<file path="config.mk">
export PLATFORM = sky130hd
export DESIGN_NAME = led_matrix_scan_driver_top
export DESIGN_NICKNAME = d
export VERILOG_FILES = /design/src/rtl/lmsd_pkg.sv /design/src/rtl/lmsd_front.sv /design/src/rtl/lmsd_queue.sv /design/src/rtl/lmsd_back.sv /design/src/rtl/led_matrix_scan_driver_top.sv
export SDC_FILE = /design/constraint.sdc
export NUM_CORES = 1
export LEC_CHECK = 0
export ABC_AREA = 1
export BUFFER_PORTS_ARGS = -buffer_cell sky130_fd_sc_hd__buf_2
export CORE_ASPECT_RATIO = 0.9
export CORE_UTILIZATION = 35
export DETAILED_ROUTE_END_ITERATION = 6
export MAX_ROUTING_LAYER = met4
export PLACE_DENSITY = 0.55
export SETUP_SLACK_MARGIN = 0.5
export SYNTH_ARGS = -nofsm -noshare
export SYNTH_HDL_FRONTEND = slang
export SYNTH_SLANG_ARGS = --single-unit
</file>
<file path="constraint.sdc">
create_clock -name clk -period 6.5 [get_ports clk]
set_input_delay 1.95 -clock clk [delete_from_list [all_inputs] [get_ports clk]]
set_output_delay 1.95 -clock clk [all_outputs]
set_load 0.005 [all_outputs]
</file>
<file path="src/rtl/lmsd_pkg.sv">
// Shared types and constants for the LED matrix scan driver.
// No dependencies; imported by every rtl module of the block.
`timescale 1ns / 1ps
package lmsd_pkg;

	localparam int ROW_COUNT_DEF    = 8;
	localparam int COLUMN_COUNT_DEF = 16;

	localparam int ROWSEL_BITS = 8;
	localparam int COL_BITS    = 16;
	localparam int FRAME_BITS  = ROWSEL_BITS + COL_BITS;
	localparam int POS_W       = 5;
	localparam int ROW_IDX_W   = 3;
	localparam int PERIOD_W    = 8;
	localparam int QUEUE_DEPTH = 2;

	localparam logic [PERIOD_W-1:0] PERIOD_RESET = PERIOD_W'(2);
	localparam logic [POS_W-1:0]    LAST_POS     = POS_W'(FRAME_BITS - 1);

	localparam logic [1:0] REG_SCAN_PERIOD = 2'd0;

	typedef enum logic [1:0] {
		KIND_TICK  = 2'd0,
		KIND_SET   = 2'd1,
		KIND_CLEAR = 2'd2
	} kind_t;

	// front end -> queue
	typedef struct packed {
		logic                  push;
		logic [FRAME_BITS-1:0] word;
	} scan_push_t;

	// queue -> back end
	typedef struct packed {
		logic                  avail;
		logic [FRAME_BITS-1:0] word;
	} scan_head_t;

endpackage

</file>
<file path="src/rtl/lmsd_front.sv">
// Front end: takes input items, keeps the frame buffer and tick counter,
// and builds a 24-bit scan word for every scanning tick. Uses lmsd_pkg.
`timescale 1ns / 1ps
module lmsd_front
	import lmsd_pkg::*;
#(
	parameter int ROW_COUNT    = ROW_COUNT_DEF,
	parameter int COLUMN_COUNT = COLUMN_COUNT_DEF
) (
	input  logic                 clk,
	input  logic                 arst_n,
	input  logic                 accept,
	input  logic [1:0]           kind,
	input  logic [3:0]           row,
	input  logic [4:0]           col,
	input  logic [PERIOD_W-1:0]  scan_period,
	output scan_push_t           push
);

	localparam int ROW_W = (ROW_COUNT > 1) ? $clog2(ROW_COUNT) : 1;

	logic [COLUMN_COUNT-1:0] frame_q [ROW_COUNT];
	logic [ROW_IDX_W-1:0]    scan_row_q;
	logic [PERIOD_W-1:0]     elapsed_q;

	logic [PERIOD_W-1:0]     elapsed_inc;
	logic                    is_tick, is_set, is_clear, scan_now;
	logic [ROWSEL_BITS-1:0]  rowsel;
	logic [COL_BITS-1:0]     cols;
	logic [ROW_IDX_W-1:0]    scan_row_next;

	assign is_tick  = accept && (kind == KIND_TICK);
	assign is_set   = accept && (kind == KIND_SET);
	assign is_clear = accept && (kind == KIND_CLEAR);

	// saturating millisecond count
	assign elapsed_inc = (elapsed_q == {PERIOD_W{1'b1}}) ? elapsed_q : elapsed_q + 1'b1;
	assign scan_now    = is_tick && (elapsed_inc >= scan_period);

	assign rowsel = ~(ROWSEL_BITS'(1) << scan_row_q);
	assign cols   = COL_BITS'(frame_q[scan_row_q[ROW_W-1:0]]);
	assign scan_row_next = (scan_row_q == ROW_IDX_W'(ROW_COUNT - 1)) ?
		'0 : scan_row_q + 1'b1;

	assign push.push = scan_now;
	assign push.word = {rowsel, cols};

	always_ff @(posedge clk or negedge arst_n) begin
		if (!arst_n) begin
			scan_row_q <= '0;
			elapsed_q  <= '0;
		end else if (is_tick) begin
			if (scan_now) begin
				elapsed_q  <= '0;
				scan_row_q <= scan_row_next;
			end else begin
				elapsed_q <= elapsed_inc;
			end
		end
	end

	// out-of-range set items match no cell and fall through
	always_ff @(posedge clk or negedge arst_n) begin
		if (!arst_n) begin
			for (int r = 0; r < ROW_COUNT; r++) begin
				frame_q[r] <= '0;
			end
		end else if (is_clear) begin
			for (int r = 0; r < ROW_COUNT; r++) begin
				frame_q[r] <= '0;
			end
		end else if (is_set) begin
			for (int r = 0; r < ROW_COUNT; r++) begin
				for (int c = 0; c < COLUMN_COUNT; c++) begin
					if ((row == 4'(r)) && (col == 5'(c))) begin
						frame_q[r][c] <= 1'b1;
					end
				end
			end
		end
	end

endmodule

</file>
<file path="src/rtl/lmsd_queue.sv">
// Short FIFO of pending scan words between front and back end.
// Uses lmsd_pkg for depth and the push/head structs.
`timescale 1ns / 1ps
module lmsd_queue
	import lmsd_pkg::*;
(
	input  logic       clk,
	input  logic       arst_n,
	input  scan_push_t push,
	input  logic       pop,
	output scan_head_t head,
	output logic       full
);

	localparam int PTR_W = (QUEUE_DEPTH > 1) ? $clog2(QUEUE_DEPTH) : 1;
	localparam int CNT_W = $clog2(QUEUE_DEPTH + 1);

	logic [FRAME_BITS-1:0] entry_q [QUEUE_DEPTH];
	logic [PTR_W-1:0]      wr_ptr_q, rd_ptr_q;
	logic [CNT_W-1:0]      count_q;
	logic                  do_push, do_pop;

	assign full       = (count_q == CNT_W'(QUEUE_DEPTH));
	assign head.avail = (count_q != '0);
	assign head.word  = entry_q[rd_ptr_q];

	assign do_push = push.push && !full;
	assign do_pop  = pop && head.avail;

	always_ff @(posedge clk) begin
		if (do_push) begin
			entry_q[wr_ptr_q] <= push.word;
		end
	end

	always_ff @(posedge clk or negedge arst_n) begin
		if (!arst_n) begin
			wr_ptr_q <= '0;
			rd_ptr_q <= '0;
			count_q  <= '0;
		end else begin
			if (do_push) begin
				wr_ptr_q <= (wr_ptr_q == PTR_W'(QUEUE_DEPTH - 1)) ? '0 : wr_ptr_q + 1'b1;
			end
			if (do_pop) begin
				rd_ptr_q <= (rd_ptr_q == PTR_W'(QUEUE_DEPTH - 1)) ? '0 : rd_ptr_q + 1'b1;
			end
			case ({do_push, do_pop})
				2'b10:   count_q <= count_q + 1'b1;
				2'b01:   count_q <= count_q - 1'b1;
				default: count_q <= count_q;
			endcase
		end
	end

endmodule

</file>
<file path="src/rtl/lmsd_back.sv">
// Back end: serializes one scan word at a time, MSB first, one item per bit.
// Uses lmsd_pkg for the scan word width and the queue head struct.
`timescale 1ns / 1ps
module lmsd_back
	import lmsd_pkg::*;
(
	input  logic             clk,
	input  logic             arst_n,
	input  scan_head_t       head,
	output logic             pop,
	output logic             out_valid,
	input  logic             out_ready,
	output logic             serial_data,
	output logic [POS_W-1:0] bit_position,
	output logic             latch_after,
	output logic             last
);

	logic [FRAME_BITS-1:0] shift_q;
	logic [POS_W-1:0]      pos_q;
	logic                  busy_q;
	logic                  out_accept, at_end;

	assign out_accept = busy_q && out_ready;
	assign at_end     = (pos_q == LAST_POS);
	assign pop        = head.avail && (!busy_q || (out_accept && at_end));

	assign out_valid    = busy_q;
	assign serial_data  = shift_q[FRAME_BITS-1];
	assign bit_position = pos_q;
	assign latch_after  = at_end;
	assign last         = at_end;

	always_ff @(posedge clk or negedge arst_n) begin
		if (!arst_n) begin
			busy_q <= 1'b0;
			pos_q  <= '0;
		end else if (pop) begin
			busy_q <= 1'b1;
			pos_q  <= '0;
		end else if (out_accept) begin
			if (at_end) begin
				busy_q <= 1'b0;
			end else begin
				pos_q <= pos_q + 1'b1;
			end
		end
	end

	always_ff @(posedge clk) begin
		if (pop) begin
			shift_q <= head.word;
		end else if (out_accept) begin
			shift_q <= {shift_q[FRAME_BITS-2:0], 1'b0};
		end
	end

	a_pos_range: assert property (@(posedge clk) disable iff (!arst_n)
		busy_q |-> (pos_q <= LAST_POS))
		else $error("bit position past end of scan word");

	a_restart: assert property (@(posedge clk) disable iff (!arst_n)
		(out_accept && at_end) |=> (!busy_q || (pos_q == '0)))
		else $error("next scan did not start at bit zero");

	a_no_early_pop: assert property (@(posedge clk) disable iff (!arst_n)
		(busy_q && !(out_accept && at_end)) |-> !pop)
		else $error("scan word loaded while a scan is still shifting");

endmodule

</file>
<file path="src/rtl/led_matrix_scan_driver_top.sv">
// Path: a scanning tick item is written into the scan queue, then loaded into the
//   serializer; its 24 bits then go out one per cycle while the sink is ready.
// Throughput: one input item per cycle while the scan queue (2 words) has room;
//   the serializer is the limit.
// Reset (arst_n low, async): frame buffer cleared, row 0, tick count 0,
//   scan_period 2, queue and serializer empty. No clearing pass is needed.
`timescale 1ns / 1ps
module led_matrix_scan_driver_top
	import lmsd_pkg::*;
#(
	parameter int ROW_COUNT    = ROW_COUNT_DEF,
	parameter int COLUMN_COUNT = COLUMN_COUNT_DEF
) (
	input  logic        clk,
	input  logic        arst_n,

	// APB register port: scan_period at byte address 0
	input  logic        psel,
	input  logic        penable,
	input  logic        pwrite,
	input  logic [1:0]  paddr,
	input  logic [31:0] pwdata,
	output logic [31:0] prdata,
	output logic        pready,

	// input items
	input  logic        s_axis_tvalid,
	output logic        s_axis_tready,
	input  logic [15:0] s_axis_tdata,   // [3:0] row, [8:4] col, [15:9] zero
	input  logic [1:0]  s_axis_tuser,   // [1:0] kind

	// result items, one per serial bit
	output logic        m_axis_tvalid,
	input  logic        m_axis_tready,
	output logic [7:0]  m_axis_tdata,   // [0] serial_data, [5:1] bit_position,
	                                    // [6] latch_after, [7] zero
	output logic        m_axis_tlast    // last bit of a scan
);

	logic [PERIOD_W-1:0] scan_period_q;
	logic                cfg_write;
	logic                in_accept;
	logic                q_full, q_pop;
	scan_push_t          q_push;
	scan_head_t          q_head;
	logic                serial_data, latch_after;
	logic [POS_W-1:0]    bit_position;

	// register port, zero wait states
	assign pready    = 1'b1;
	assign cfg_write = psel && penable && pwrite && pready && (paddr == REG_SCAN_PERIOD);
	assign prdata    = (paddr == REG_SCAN_PERIOD) ? 32'(scan_period_q) : '0;

	always_ff @(posedge clk or negedge arst_n) begin
		if (!arst_n) begin
			scan_period_q <= PERIOD_RESET;
		end else if (cfg_write) begin
			scan_period_q <= pwdata[PERIOD_W-1:0];
		end
	end

	// The front end may push on any accepted tick, so it is only held off
	// while the queue is full. Set/clear items could pass then, but keeping
	// tready off the payload keeps the handshake simple.
	assign s_axis_tready = !q_full;
	assign in_accept     = s_axis_tvalid && s_axis_tready;

	lmsd_front #(
		.ROW_COUNT    (ROW_COUNT),
		.COLUMN_COUNT (COLUMN_COUNT)
	) u_front (
		.clk         (clk),
		.arst_n      (arst_n),
		.accept      (in_accept),
		.kind        (s_axis_tuser),
		.row         (s_axis_tdata[3:0]),
		.col         (s_axis_tdata[8:4]),
		.scan_period (scan_period_q),
		.push        (q_push)
	);

	lmsd_queue u_queue (
		.clk    (clk),
		.arst_n (arst_n),
		.push   (q_push),
		.pop    (q_pop),
		.head   (q_head),
		.full   (q_full)
	);

	// The serializer state itself is the output register: the queue keeps
	// the front end running while a scan waits on the sink.
	lmsd_back u_back (
		.clk          (clk),
		.arst_n       (arst_n),
		.head         (q_head),
		.pop          (q_pop),
		.out_valid    (m_axis_tvalid),
		.out_ready    (m_axis_tready),
		.serial_data  (serial_data),
		.bit_position (bit_position),
		.latch_after  (latch_after),
		.last         (m_axis_tlast)
	);

	assign m_axis_tdata = {1'b0, latch_after, bit_position, serial_data};

endmodule

</file>
# == Word level (Yosys, flattened, before mapping) ==
# Memory sizes are Yosys's and may differ from the RTL's.
# Cells that the tools add are included.
# word_totals
wordCells,743
in_bits,59
ram_bits,48
regBits,181
mem_count,1
output_inout_bits,44
# memory_table
memory,depth,width,read_ports,rd_ports_with_merged_regs,wr,line_no,rtl
u_queue.entry_q,2,24,1,0,1,lmsd_queue.sv:18,logic [FRAME_BITS-1:0] entry_q [QUEUE_DEPTH];
# op_classes
n_reduce_logical,412
n_mux,150
shifts,1
order_cmp,2
n_eq_ne,31
bitwise,2
add_sub_neg,7
# op_table
cell,count
nonzero test 2 bit,133
AND reduction 2 bit,131
two-way mux 128 bit,2
logical AND 1 bit,141
two-way mux 1 bit,135
binary-select mux 16 bit (select 3 bit),1
two-way mux 24 bit,2
"== test 5 x 4 -> 1 bit, second input constant",8
two-way mux 16 bit,2
two-way mux 8 bit,3
"== test 5 x 3 -> 1 bit, second input constant",4
"== test 4 x 3 -> 1 bit, second input constant",4
two-way mux 5 bit,3
"== test 5 x 2 -> 1 bit, second input constant",2
"adder 8 x 1 -> 8 bit, second input constant",1
"== test 4 x 2 -> 1 bit, second input constant",2
"== test 8 bit, second input constant",1
greater-or-equal comparator 8 bit,1
NOT 8 bit,1
"left shift 1 x 3 -> 8 bit, first input constant",1
"== test 2 bit, second input constant",3
"adder 5 x 1 -> 5 bit, second input constant",1
"== test 5 x 1 -> 1 bit, second input constant",1
"== test 5 bit, second input constant",1
17 further kinds,21

# == Depth between registers and ports, before layout ==
# Gate-level depths: netlist of run 1.
# logic_depth
word_depth,8
depth_mapped,20
mapped_depth_nobuf,20

# == Hierarchy ==
# Synthesis of run 1 repeated with hierarchy kept, for this count alone.
# unflattened
cells_unflattened,1339
hier_area_um2,11329.6
# modules_own_cells
mod,seq_area_each_um2,area_each_um2,cells_each,n_inst
lmsd_front,3478.3,7282.0,943,1
lmsd_queue,1541.5,1990.7,157,1
lmsd_back,870.8,1403.8,152,1
led_matrix_scan_driver_top,201.4,653.1,87,1

# == Worst setup path after synthesis of run 1 ==
# No wires, ideal clock.
# synth_path
path_type,input to output
start,input port paddr[1]
end,output port prdata[0]
n_path_buf,0
required_time_ns,4.550
path_stages,3
path_slack_ns,2.260
t_arrival_ns,2.290
cell_sequence,nor2_1 > inv_1 > nor2_1
# synth_between
elab_chain_len,2
# synth_lines
element,line_no,rtl
from (decl),led_matrix_scan_driver_top.sv:21,"input logic [1:0] paddr,"
zero test 2 bit,led_matrix_scan_driver_top.sv:52,assign prdata = (paddr == REG_SCAN_PERIOD) ? 32'(scan_period_q) : '0;
two-way mux 8 bit,led_matrix_scan_driver_top.sv:52,
to (decl),led_matrix_scan_driver_top.sv:23,"output logic [31:0] prdata,"
# No other way between the ends.

# == Final worst setup path of run 1 ==
# layout_path
start,input port paddr[1]
end,output port prdata[1]
# Same word-level chain as after synthesis.

==> results.txt, run 1 <==
----------------------------------------------------
[Status]
  Run status ... finished clean

[Finish]
  Footprint of the multi-input gates ... 3870 um2
  Register area ... 6090 um2
  Fill cell total of the finished layout ... 3147
  Net count reported at finish ... 1304
  Post-route standard cell area excluding fillers ... 12300 um2
  Area growth from synthesis to layout ... 12.6%
  Final cell count without fillers ... 1658
  Proportion of layout cells with a drive suffix above 1 ... 0.0977
  ANT cells ... 0

[GRT]
  Remaining global-route overflow ... 0
  Largest net degree at the start of global routing ... 95
  Via count of the first global-routing pass ... 7646
  Number of antenna violations at the first check in global routing ... 0
  GR Util All Layers ... 0.168
  First-pass GRT wire length ... 41800 um

[STA]
  Slew Limit Headroom ... 0.217
  Final setup vio count ... 0
  Setup repair after global routing missed its margin ... false
  Final worst path period need ... 4.52 ns
  Portion of the clock cycle consumed by the worst path in the final layout ... 0.695
  Peak Freq ... 221 MHz
  Slew at the pin with the worst max-slew slack ... 1.17 ns
  Total Negative Setup Slacks ... 0 ns
  Fin. max-slew vios ... 0
  Worst Clk Skew ... 0.0185 ns
  Final hold vios ... 0
  Worst Slack Setup Final ... 1.98 ns

[Critical path]
  Critical path buffer and inverter count ... 3
  Register-to-register path setup slack ... 2.61 ns
  Worst Setup Start Kind ... primary input
  Critical path start-end classification ... primary input to primary output
  Launching element of the worst setup path ... paddr[1]
  Largest stage delay on the critical path ... 0.15 ns
  Data arrival at the endpoint of the critical path ... 2.57 ns
  Capturing element type of the critical path ... primary output
  Data required time at the worst endpoint ... 4.55 ns
  Family with the most delay on the worst path ... buffers and inverters
  Crit path max fanout ... 8
  FF-to-FF Start ... u_front.elapsed_q[0]
  Critical-path top delay cell ... sky130_fd_sc_hd__inv_1
  Critical path, cell by cell ... buf_2 > nor2_1 > inv_1 > nor2_1 > buf_2

[Power and ir drop]
  Internal power ... 2.61 mW
  LEAKAGE ... 5.50 nW
  Proportion of power drawn by the clock network ... 0.440
  Reported net switching power ... 0.873 mW
  Combinational share of power ... 0.097
  Pwr Total ... 3.49 mW
  Sw Share ... 0.250
  Maximum resistive drop on vdd ... 180 uV
  Sequential Power Share ... 0.463
  Power per standard cell area ... 283 nW/um2

[Min path]
  Startpoint of the lowest-slack hold path ... u_queue.wr_ptr_q
  Worst min-delay path class ... register to register

[Synthesis]
  Post-synthesis cell type count ... 32
  Sequential share of the synthesized area ... 0.556
  Synthesis Warnings ... 0
  Seq cells post-synth ... 229
  Synth Cell Area ... 11000 um2
  Xor and xnor area share after synthesis ... 0.00720
  Average footprint of a synthesized cell ... 9.06 um2
  Simple-Gate Fraction of Synth Area ... 0.140
  Number of instances in the synthesized netlist ... 1209
  Largest family of logic cells by synthesized area ... compound AO/OA/AOI/OAI gates
  Share of cell area taken by muxes after synthesis ... 0.0210
  Complex-gate fraction of the synthesized area ... 0.153
  Adder-cell share of the synthesized area ... 0.0194

[Clock network]
  Buffers inserted by post-CTS timing repair ... 0
  # clock sinks ... 229
  Post-cts sizing count ... 0
  Maximum clock path buffer count ... 3
  Root Buffer ... sky130_fd_sc_hd__clkbuf_16
  CTS tree ... built
  # H-tree levels ... 1
  Clock slew at the register clock pins of the worst setup and hold paths ... 0.06 ns
  TritonCTS buffer count ... 27
  Post-CTS Hold Buffers ... 0
  Worst skew pair latency ... 0.54 ns

[Routing]
  Wire length per cell after detailed routing ... 15.5 um
  Vias ... 8138
  Wirelength, routed ... 25600 um
  First-pass iteration count of the detailed router ... 5
  Top routing layer used ... met4
  Wire length the detailed router placed on met1 ... 12300 um
  Via-per-instance ratio ... 4.91
  Wire length on met2 ... 11500 um
  First-iteration detailed-routing DRC count ... 563
  Total met3 wirelength after detailed routing ... 1220 um
  Total DRC errors in the routed layout ... 0
  Post-DRT Antenna Nets ... 0

[Placement]
  Worst setup slack after placement ... 1.97 ns
  Cell area after placement ... 11400 um2
  Detailed Place HPWL ... 14700 um
  Cell count after placement ... 1608
  Weighted congestion reported at the end of routability-driven placement ... 0.781
  IO buf count ... 45

[Die]
  Die footprint ... 32000 um2
  Ports placed on the boundary ... 103
  Row count ... 61
  Core box area ... 30800 um2
  Die extent in x ... 188 um
  Initial cell density of the core ... 0.355
  DIE HEIGHT ... 170 um

[Flow run]
  Max-capacitance violation count ... 0

----------------------------------------------------
[final cells by class]
cell class | instances | share of cell area
clock inverter | 16 | 0.0130
clock buffer | 34 | 0.0602
multi-input combinational | 748 | 0.314
inverter | 166 | 0.0506
sequential | 229 | 0.494
timing repair buffer | 56 | 0.0265
tap | 409 | 0.0415
[worst paths after layout]
path | to | cells past startpoint
min | u_queue.wr_ptr_q | 2
max | prdata[1] | 5
min reg2reg | u_queue.wr_ptr_q | 2
min in group asynchronous | u_queue.rd_ptr_q | 1
max in group asynchronous | scan_period_q[1] | 2
max reg2reg | u_queue.entry_q[1][6] | 15
[worst min-delay path, cell delays in order, from the launching register on]
cell                      delay, ns
sky130_fd_sc_hd__dfrtp_1       0.35
sky130_fd_sc_hd__nand2_1       0.05
sky130_fd_sc_hd__nand2_1       0.05
[sequential cells by signal, summed over array words and instances (netlist names)]
register / count
u_front.elapsed_q: 8
u_back.bit_position: 5
u_back.out_valid: 1
u_queue.rd_ptr_q: 1
u_back.shift_q: 24
scan_period_q: 8
u_queue.entry_q: 48
u_front.frame_q: 128
u_front.scan_row_q: 3
u_queue.count_q: 2
u_queue.wr_ptr_q: 1
[placed cells by master, fill, tap and decap left out, types with 17 or more instances in the layout]
master,Yosys,layout
sky130_fd_sc_hd__o21ai_0,94,93
sky130_fd_sc_hd__clkbuf_16,0,27
sky130_fd_sc_hd__inv_1,162,160
sky130_fd_sc_hd__nand3_1,103,103
sky130_fd_sc_hd__a21oi_1,204,204
sky130_fd_sc_hd__ha_1,17,17
sky130_fd_sc_hd__dfrtp_1,156,155
sky130_fd_sc_hd__edfxtp_1,72,72
sky130_fd_sc_hd__mux2i_1,23,23
sky130_fd_sc_hd__nor2_1,83,82
sky130_fd_sc_hd__buf_2,25,44
sky130_fd_sc_hd__conb_1,2,26
sky130_fd_sc_hd__nand2_1,147,147
[synth_stat cells]
| cell type | count | area [um2] |
|---|---|---|
| sky130_fd_sc_hd__a21boi_4 | 1 | 18.8 |
| sky130_fd_sc_hd__a21o_1 | 1 | 7.51 |
| sky130_fd_sc_hd__a21oi_1 | 204 | 1020 |
| sky130_fd_sc_hd__buf_1 | 10 | 37.5 |
| sky130_fd_sc_hd__buf_2 | 25 | 125 |
| sky130_fd_sc_hd__buf_4 | 34 | 255 |
| sky130_fd_sc_hd__clkbuf_1 | 21 | 78.8 |
| sky130_fd_sc_hd__clkinv_1 | 1 | 3.75 |
| sky130_fd_sc_hd__conb_1 | 2 | 7.51 |
| sky130_fd_sc_hd__dfrtp_1 | 156 | 3900 |
| sky130_fd_sc_hd__dfstp_2 | 1 | 26.3 |
| sky130_fd_sc_hd__edfxtp_1 | 72 | 2160 |
| sky130_fd_sc_hd__ha_1 | 17 | 213 |
| sky130_fd_sc_hd__inv_1 | 162 | 608 |
| sky130_fd_sc_hd__inv_2 | 3 | 11.3 |
| sky130_fd_sc_hd__mux2i_1 | 23 | 230 |
| sky130_fd_sc_hd__nand2_1 | 147 | 552 |
| sky130_fd_sc_hd__nand3_1 | 103 | 515 |
| sky130_fd_sc_hd__nand3_2 | 1 | 10.0 |
| sky130_fd_sc_hd__nand3_4 | 1 | 17.5 |
| sky130_fd_sc_hd__nand4_1 | 7 | 43.8 |
| sky130_fd_sc_hd__nor2_1 | 83 | 312 |
| sky130_fd_sc_hd__nor2_2 | 1 | 6.26 |
| sky130_fd_sc_hd__nor2_4 | 1 | 11.3 |
| sky130_fd_sc_hd__nor3_1 | 2 | 10.0 |
| sky130_fd_sc_hd__nor3_2 | 6 | 60.1 |
| sky130_fd_sc_hd__o21a_1 | 16 | 120 |
| sky130_fd_sc_hd__o21ai_0 | 94 | 470 |
| sky130_fd_sc_hd__o21ai_1 | 1 | 5.00 |
| sky130_fd_sc_hd__o21bai_1 | 4 | 30.0 |
| sky130_fd_sc_hd__xnor2_1 | 4 | 35.0 |
| sky130_fd_sc_hd__xor2_1 | 5 | 43.8 |
[cells by family after synthesis]
family                   Yosys count
adder cells (fa/ha/maj)           17
flip-flops                       229
buffers and inverters            256
XOR/XNOR                           9
other                              2
AO/OA/AOI/OAI                    321
AND/OR/NAND/NOR                  352
multiplexers                      23
[power by group through the flow]
| stage | registers (mW) | logic, mW | clock network, mW |
|---|---|---|---|
| finish | 1.61 | 0.339 | 1.53 |
| global placement | 1.64 | 0.341 | 0 |
| detailed placement | 1.64 | 0.346 | 0 |
| global route | 1.62 | 0.392 | 1.63 |
| floorplan | 1.63 | 0.241 | 0 |
| CTS | 1.61 | 0.347 | 1.57 |
[per-layer routing]
metal	vias to the layer above	GRT usage
met2	173	0.258
met1	3922	0.235
met5	-	-
met3	47	0.0217
met4	0	0.0459
li1	3996	-
[stage by stage]
| step | hold slack (ns) | util |
|---|---|---|
| 2_1_floorplan | 0.442 | - |
| 3_3_place_gp | 0.455 | 0.371 |
| 3_5_place_dp | 0.466 | 0.371 |
| 4_1_cts | 0.481 | 0.400 |
| 5_1_grt | 0.500 | 0.400 |
| 6_report | 0.481 | 0.400 |
Power figures use the tool's default switching activity.
==> run 2: changes to the inputs <==
--- a/config.mk
+++ b/config.mk
@@ -5,7 +5,7 @@
 export SDC_FILE = /design/constraint.sdc
 export NUM_CORES = 1
 export LEC_CHECK = 0
-export ABC_AREA = 1
+export ABC_AREA = 0
 export BUFFER_PORTS_ARGS = -buffer_cell sky130_fd_sc_hd__buf_2
 export CORE_ASPECT_RATIO = 0.9
 export CORE_UTILIZATION = 35
==> constraint.sdc (replaced) <==
create_clock -name clk -period 4.2 [get_ports clk]
set_input_delay 1.26 -clock clk [delete_from_list [all_inputs] [get_ports clk]]
set_output_delay 1.26 -clock clk [all_outputs]
set_load 0.005 [all_outputs]
==> run 2 against run 1 <==
Clock power increased by 41%. Die area decreased by 4.1%. Cell count decreased by 16%. Area after synthesis decreased by 4.2%. Count of clock-buffer cells in the layout increased by 3. Cell area decreased by 3.4%. Critical path depth increased by 7. Total power increased by 69%. Utilization increased by 0.86 points. Highest routed layer unchanged. Setup slack got worse by 1.1 ns. Largest power group unchanged. Wire length decreased by 11%. Critical path type is now register to register.
==> results.txt, run 2 <==
----------------------------------------------------
[GRT]
  Largest net degree at the start of global routing ... 129
  Number of antenna violations at the first check in global routing ... 1
  First-pass GRT wire length ... 37700 um
  Remaining global-route overflow ... 0
  GR Util All Layers ... 0.161
  Via count of the first global-routing pass ... 6791

[Power and ir drop]
  Combinational share of power ... 0.188
  Sequential Power Share ... 0.447
  Sw Share ... 0.284
  Power per standard cell area ... 495 nW/um2
  Proportion of power drawn by the clock network ... 0.366
  Reported net switching power ... 1.68 mW
  LEAKAGE ... 5.33 nW
  Maximum resistive drop on vdd ... 354 uV
  Internal power ... 4.22 mW

[STA]
  Peak Freq ... 298 MHz
  Final worst path period need ... 3.36 ns
  Setup repair after global routing missed its margin ... false
  Slew at the pin with the worst max-slew slack ... 1.01 ns
  Hold Worst Slack ... 0.491 ns
  Fin. max-slew vios ... 0
  Worst Slack Setup Final ... 0.841 ns
  Total Negative Setup Slacks ... 0 ns
  Portion of the clock cycle consumed by the worst path in the final layout ... 0.800
  Final setup vio count ... 0
  Worst Clk Skew ... 0.0173 ns
  Final hold vios ... 0
  Slew Limit Headroom ... 0.325

[Min path]
  Worst min-delay path class ... register to register

[Placement]
  IO buf count ... 45
  Weighted congestion reported at the end of routability-driven placement ... 0.799
  Detailed Place HPWL ... 13900 um
  Worst setup slack after placement ... 0.785 ns

[Synthesis]
  Async S/R FF share, synth ... 0.686
  Number of instances in the synthesized netlist ... 938
  Synthesis Warnings ... 0
  EDFF count, synth ... 72
  Most used standard cell by instance count after synthesis ... sky130_fd_sc_hd__nor2_1
  Post-synthesis cell type count ... 52
  Top_reg_cell synth ... sky130_fd_sc_hd__dfrtp_1
  Synth Cell Area ... 10500 um2
  Ranking of synthesized cells by instance count ... sky130_fd_sc_hd__nor2_1 (177), sky130_fd_sc_hd__a21oi_1 (156), sky130_fd_sc_hd__dfrtp_1 (156)
  Largest family of logic cells by synthesized area ... simple AND/OR/NAND/NOR gates
  Ranking of synthesized cells by area ... sky130_fd_sc_hd__dfrtp_1 (37%), sky130_fd_sc_hd__edfxtp_1 (21%), sky130_fd_sc_hd__a21oi_1 (7.4%), sky130_fd_sc_hd__mux4_2 (6.9%), sky130_fd_sc_hd__nor2_1 (6.3%)
  Xor and xnor area share after synthesis ... 0.00751
  Share of Yosys cell area claimed by the top area cell type ... 0.372
  Average footprint of a synthesized cell ... 11.2 um2
  Complex-gate fraction of the synthesized area ... 0.0937
  Library cell with the largest summed area after synthesis ... sky130_fd_sc_hd__dfrtp_1
  Share of cell area taken by muxes after synthesis ... 0.106
  Sequential share of the synthesized area ... 0.581
  Simple-Gate Fraction of Synth Area ... 0.142
  Adder-cell share of the synthesized area ... 0.0203
  Seq cells post-synth ... 229

[Clock network]
  Worst skew pair latency ... 0.52 ns
  Post-CTS Hold Buffers ... 0
  Post-cts sizing count ... 0
  # H-tree levels ... 1
  Root Buffer ... sky130_fd_sc_hd__clkbuf_16
  Buffers inserted by post-CTS timing repair ... 0
  CTS tree ... built
  Maximum clock path buffer count ... 3
  Clock slew at the register clock pins of the worst setup and hold paths ... 0.06 ns
  TritonCTS buffer count ... 25
  # clock sinks ... 229

[Routing]
  Total DRC errors in the routed layout ... 0
  First-pass iteration count of the detailed router ... 5
  Via-per-instance ratio ... 4.99
  Wirelength, routed ... 22900 um
  First-iteration detailed-routing DRC count ... 419
  Vias ... 6936
  Wire length per cell after detailed routing ... 16.5 um
  Post-DRT Antenna Nets ... 0

[Critical path]
  Critical path, cell by cell ... ha_1 > nand4_1 > nand2b_1 > nand3_1 > o21a_1 > ha_1 > and3_1 > o21ai_0 > a31o_2 > a21oi_4 > nor2b_2 > buf_6
  Data required time at the worst endpoint ... 4.39 ns
  Critical path depth ... 12
  Reg-to-reg critical path endpoint ... u_queue.entry_q[0][6]
  Crit path top cell by count ... sky130_fd_sc_hd__ha_1
  Crit path max fanout ... 24
  Launching element of the worst setup path ... u_front.elapsed_q[0]
  FF-to-FF Start ... u_front.elapsed_q[0]
  Critical path buffer and inverter count ... 1
  Data arrival at the endpoint of the critical path ... 3.55 ns
  Register-to-register path setup slack ... 0.84 ns
  Cell depth of the worst flop-to-flop path ... 12
  Family with the most delay on the worst path ... compound AO/OA/AOI/OAI gates
  Critical-path top delay cell ... sky130_fd_sc_hd__dfrtp_1
  Largest stage delay on the critical path ... 0.45 ns
  Capture point of the critical path ... u_queue.entry_q[0][6]
  Critical path start-end classification ... register to register
  Capturing element type of the critical path ... register
  Worst Setup Start Kind ... register

[Die]
  Row count ... 59
  Initial cell density of the core ... 0.360
  Die extent in x ... 185 um
  DIE HEIGHT ... 166 um
  Ports placed on the boundary ... 103
  Die footprint ... 30700 um2
  Core box area ... 29200 um2

[Finish]
  Largest register FFs ... 128
  Largest registers ... u_front.frame_q: 128 flops, u_queue.entry_q: 48 flops, u_back.shift_q: 24 flops
  Proportion of layout cells with a drive suffix above 1 ... 0.168
  Register area ... 6090 um2
  Most common library cell in the layout ignoring fill and taps ... sky130_fd_sc_hd__nor2_1
  Register with the most flip-flops ... u_front.frame_q
  Leading cell types in the layout, fill and taps excluded ... sky130_fd_sc_hd__nor2_1 (176), sky130_fd_sc_hd__a21oi_1 (156), sky130_fd_sc_hd__dfrtp_1 (155)
  Footprint of the multi-input gates ... 4020 um2
  Fill cell total of the finished layout ... 2826
  Area growth from synthesis to layout ... 13.5%
  Net count reported at finish ... 1051

[Flow run]
  Max-capacitance violation count ... 0

[Status]
  Run status ... finished clean

----------------------------------------------------
## run 2: layout make-up
type	count	share of cell area
timing repair buffer	65	0.0348
sequential	229	0.511
tap	396	0.0416
clock inverter	8	0.00546
clock buffer	37	0.0631
antenna	1	0.000210
inverter	20	0.00630
multi-input combinational	634	0.337
## run 2: stage by stage
step                      cell area (um2)   util  total power [mW]  cells
final                               11900  0.409              5.90   1390
after global routing                11900  0.409              6.21   1390
after CTS                           11900  0.408              5.99   1389
after detailed placement            11100  0.380              3.81   1344
after global placement              11100  0.380              3.79   1344
after floorplan                     10600      -              3.47    962
## run 2: cell families after synthesis
family	Yosys count
flip-flops	229
multiplexers	69
buffers and inverters	99
AO/OA/AOI/OAI	182
XOR/XNOR	9
other	2
AND/OR/NAND/NOR	331
adder cells (fa/ha/maj)	17
## run 2: worst reg2reg max path, delay by kind of cell, from the launching register on
| kind | cells | cell delay (ns) |
|---|---|---|
| AND/OR/NAND/NOR | 5 | 0.87 |
| flip-flops | 1 | 0.45 |
| buffers and inverters | 1 | 0.25 |
| adder cells (fa/ha/maj) | 2 | 0.58 |
| AO/OA/AOI/OAI | 4 | 0.87 |
## run 2: layer usage
| layer | global-route usage | share of wire | vias to the layer above |
|---|---|---|---|
| met2 | 0.228 | 0.44 | 153 |
| met3 | 0.0241 | 0.049 | 27 |
| met5 | - | 0 | - |
| met1 | 0.242 | 0.49 | 3434 |
| li1 | - | - | 3322 |
| met4 | 0.0315 | 0.015 | 0 |
## run 2: how the worst min path moves through the flow
stage / start / end / slack [ns] / depth (start not counted)
final: u_front.frame_q[47] / u_front.frame_q[47] / 0.49 / 2
after global routing: u_front.frame_q[74] / u_front.frame_q[74] / 0.51 / 2
after CTS: u_front.frame_q[21] / u_front.frame_q[21] / 0.49 / 2
after detailed placement: u_front.frame_q[27] / u_front.frame_q[27] / 0.48 / 2
after global placement: u_front.frame_q[94] / u_front.frame_q[94] / 0.47 / 2
after floorplan: u_front.frame_q[16] / u_front.frame_q[16] / 0.46 / 2
## run 2: power groups by stage
stage / combinational, mW / clock, mW / sequential, mW
floorplan: 0.876 / 0 / 2.59
global placement: 1.12 / 0 / 2.68
detailed placement: 1.12 / 0 / 2.68
CTS: 1.13 / 2.22 / 2.64
global route: 1.24 / 2.30 / 2.67
finish: 1.11 / 2.16 / 2.64
==> run 3: changes to the inputs <==
--- a/config.mk
+++ b/config.mk
@@ -5,13 +5,13 @@
 export SDC_FILE = /design/constraint.sdc
 export NUM_CORES = 1
 export LEC_CHECK = 0
-export ABC_AREA = 0
+export ABC_AREA = 1
 export BUFFER_PORTS_ARGS = -buffer_cell sky130_fd_sc_hd__buf_2
 export CORE_ASPECT_RATIO = 0.9
 export CORE_UTILIZATION = 35
 export DETAILED_ROUTE_END_ITERATION = 6
 export MAX_ROUTING_LAYER = met4
-export PLACE_DENSITY = 0.55
+export PLACE_DENSITY = 0.57
 export SETUP_SLACK_MARGIN = 0.5
 export SYNTH_ARGS = -nofsm -noshare
 export SYNTH_HDL_FRONTEND = slang
==> constraint.sdc (replaced) <==
create_clock -name clk -period 2.8 [get_ports clk]
set_input_delay 0.84 -clock clk [delete_from_list [all_inputs] [get_ports clk]]
set_output_delay 0.84 -clock clk [all_outputs]
set_load 0.005 [all_outputs]
==> run 3 against run 2 <==
Global-route usage is 0.65 points higher. Largest power group unchanged. Count of clock-buffer cells in the layout down 7. Largest cell class unchanged. Via count up 19%.
==> results.txt, run 3 (same netlist as run 1, synthesis figures left out) <==
----------------------------------------------------
[Die]
  Core box area ... 30800 um2
  Die extent in x ... 188 um
  Ports placed on the boundary ... 103
  Initial cell density of the core ... 0.355
  Die footprint ... 32000 um2
  DIE HEIGHT ... 170 um
  Row count ... 61

[STA]
  Worst Slack Setup Final ... 0.255 ns
  Hold Worst Slack ... 0.275 ns
  Final worst path period need ... 2.55 ns
  Slew at the pin with the worst max-slew slack ... 0.662 ns
  Slew Limit Headroom ... 0.557
  Setup repair after global routing missed its margin ... true
  Peak Freq ... 393 MHz
  Portion of the clock cycle consumed by the worst path in the final layout ... 0.909
  Fin. max-slew vios ... 0
  Total Negative Setup Slacks ... 0 ns
  Final setup vio count ... 0
  Worst Clk Skew ... 0.00854 ns
  Final hold vios ... 0

[Critical path]
  Critical path start-end classification ... register to register
  Worst Setup Start Kind ... register
  Critical-path top delay cell ... sky130_fd_sc_hd__dfrtp_1
  Data arrival at the endpoint of the critical path ... 2.96 ns
  Crit path max fanout ... 7
  Critical path, cell by cell ... ha_2 > nand3_4 > inv_6 > nand2_8 > nand2_2 > nand2_2 > inv_2 > ha_4 > nand2_2 > nor2_2 > nor2_1 > nand2_1 > nand2_2 > nand2_4 > nand2_8 > ha_4 > a21oi_2 > o21ai_1 > xnor2_1
  Capturing element type of the critical path ... register
  Register-to-register path setup slack ... 0.25 ns
  Crit path top cell by count ... sky130_fd_sc_hd__nand2_2
  Largest stage delay on the critical path ... 0.42 ns
  Data required time at the worst endpoint ... 3.21 ns
  Family with the most delay on the worst path ... simple AND/OR/NAND/NOR gates
  Critical path buffer and inverter count ... 2

[Routing]
  First-iteration detailed-routing DRC count ... 596
  First-pass iteration count of the detailed router ... 4
  Wire length per cell after detailed routing ... 15.1 um
  Post-DRT Antenna Nets ... 0
  Vias ... 8235
  Via-per-instance ratio ... 4.85
  Wirelength, routed ... 25700 um
  Total DRC errors in the routed layout ... 0

[Placement]
  Worst setup slack after placement ... 0.0595 ns
  IO buf count ... 45
  Detailed Place HPWL ... 15400 um
  Weighted congestion reported at the end of routability-driven placement ... 0.802
  Cell count after placement ... 1627

[Power and ir drop]
  Maximum resistive drop on vdd ... 271 uV
  Pwr Total ... 8.40 mW
  Power per standard cell area ... 647 nW/um2
  LEAKAGE ... 5.71 nW

[Clock network]
  Worst skew pair latency ... 0.53 ns
  # clock sinks ... 229
  CTS tree ... built
  Maximum clock path buffer count ... 3
  # H-tree levels ... 1
  Clock slew at the register clock pins of the worst setup and hold paths ... 0.06 ns
  Post-CTS Hold Buffers ... 0
  TritonCTS buffer count ... 26
  Root Buffer ... sky130_fd_sc_hd__clkbuf_16

[Finish]
  Most common library cell in the layout ignoring fill and taps ... sky130_fd_sc_hd__a21oi_1
  Largest registers ... u_front.frame_q: 128 flops, u_queue.entry_q: 48 flops, u_back.shift_q: 24 flops
  Final cell count without fillers ... 1698
  Leading cell types in the layout, fill and taps excluded ... sky130_fd_sc_hd__a21oi_1 (202), sky130_fd_sc_hd__inv_1 (153), sky130_fd_sc_hd__dfrtp_1 (153)
  Area growth from synthesis to layout ... 18.5%
  ANT cells ... 0
  Largest register FFs ... 128
  Net count reported at finish ... 1345
  Proportion of layout cells with a drive suffix above 1 ... 0.157
  Register with the most flip-flops ... u_front.frame_q

[GRT]
  First-pass GRT wire length ... 41800 um
  Via count of the first global-routing pass ... 7640
  Largest net degree at the start of global routing ... 69
  GR Util All Layers ... 0.167
  Remaining global-route overflow ... 0
  Number of antenna violations at the first check in global routing ... 0

[Min path]
  Worst min-delay path class ... primary input to asynchronous set/reset pin

[Status]
  Run status ... finished clean

[Flow run]
  Max-capacitance violation count ... 0

----------------------------------------------------
-- run 3: routing by layer --
layer | part of all wire | global-route usage
met3 | 0.046 | 0.0237
met2 | 0.46 | 0.265
met4 | 0.018 | 0.0417
met5 | 0 | -
met1 | 0.47 | 0.226
-- run 3: repair_timing --
item / in CTS / in global routing
buffers inserted: 13 / 10
pin swaps: 10 / 23
setup endpoints to repair: 57 / 71
gates resized for setup: 10 / 32
-- run 3: final cells by class --
| type | instances | area, um2 |
|---|---|---|
| clock buffers | 30 | 697 |
| clock inverters | 18 | 224 |
| fillers | 3001 | 17900 |
| inverters | 166 | 633 |
| multi-input cells | 748 | 4060 |
| flip-flops and latches | 229 | 6100 |
| well taps | 409 | 512 |
| repair buffers | 98 | 762 |
-- run 3: report_power, final --
group / internal [mW] / total, mW / switching (mW)
Clock: 2.24 / 3.63 / 1.38
Combinational: 0.421 / 1.02 / 0.594
Sequential: 3.65 / 3.75 / 0.103
Total: 6.31 / 8.40 / 2.08
-- run 3: path summary, 6_finish.rpt --
| path | from | cells past startpoint | endpoint |
|---|---|---|---|
| setup / recovery | u_front.elapsed_q[1] | 19 | u_queue.count_q[1] |
| hold / removal | arst_n | 1 | u_queue.rd_ptr_q |
| setup reg to reg | u_front.elapsed_q[1] | 19 | u_queue.count_q[1] |
| hold reg to reg | u_queue.wr_ptr_q | 2 | u_queue.wr_ptr_q |
| max in group asynchronous | arst_n | 2 | scan_period_q[1] |
| min in group clk | u_queue.wr_ptr_q | 2 | u_queue.wr_ptr_q |
-- run 3: metrics by stage --
step / area [um2] / utilization
after detailed placement: 11700 / 0.380
final: 13000 / 0.421
after global placement: 11700 / 0.380
after floorplan: 11100 / -
after CTS: 12800 / 0.414
after global routing: 13000 / 0.421
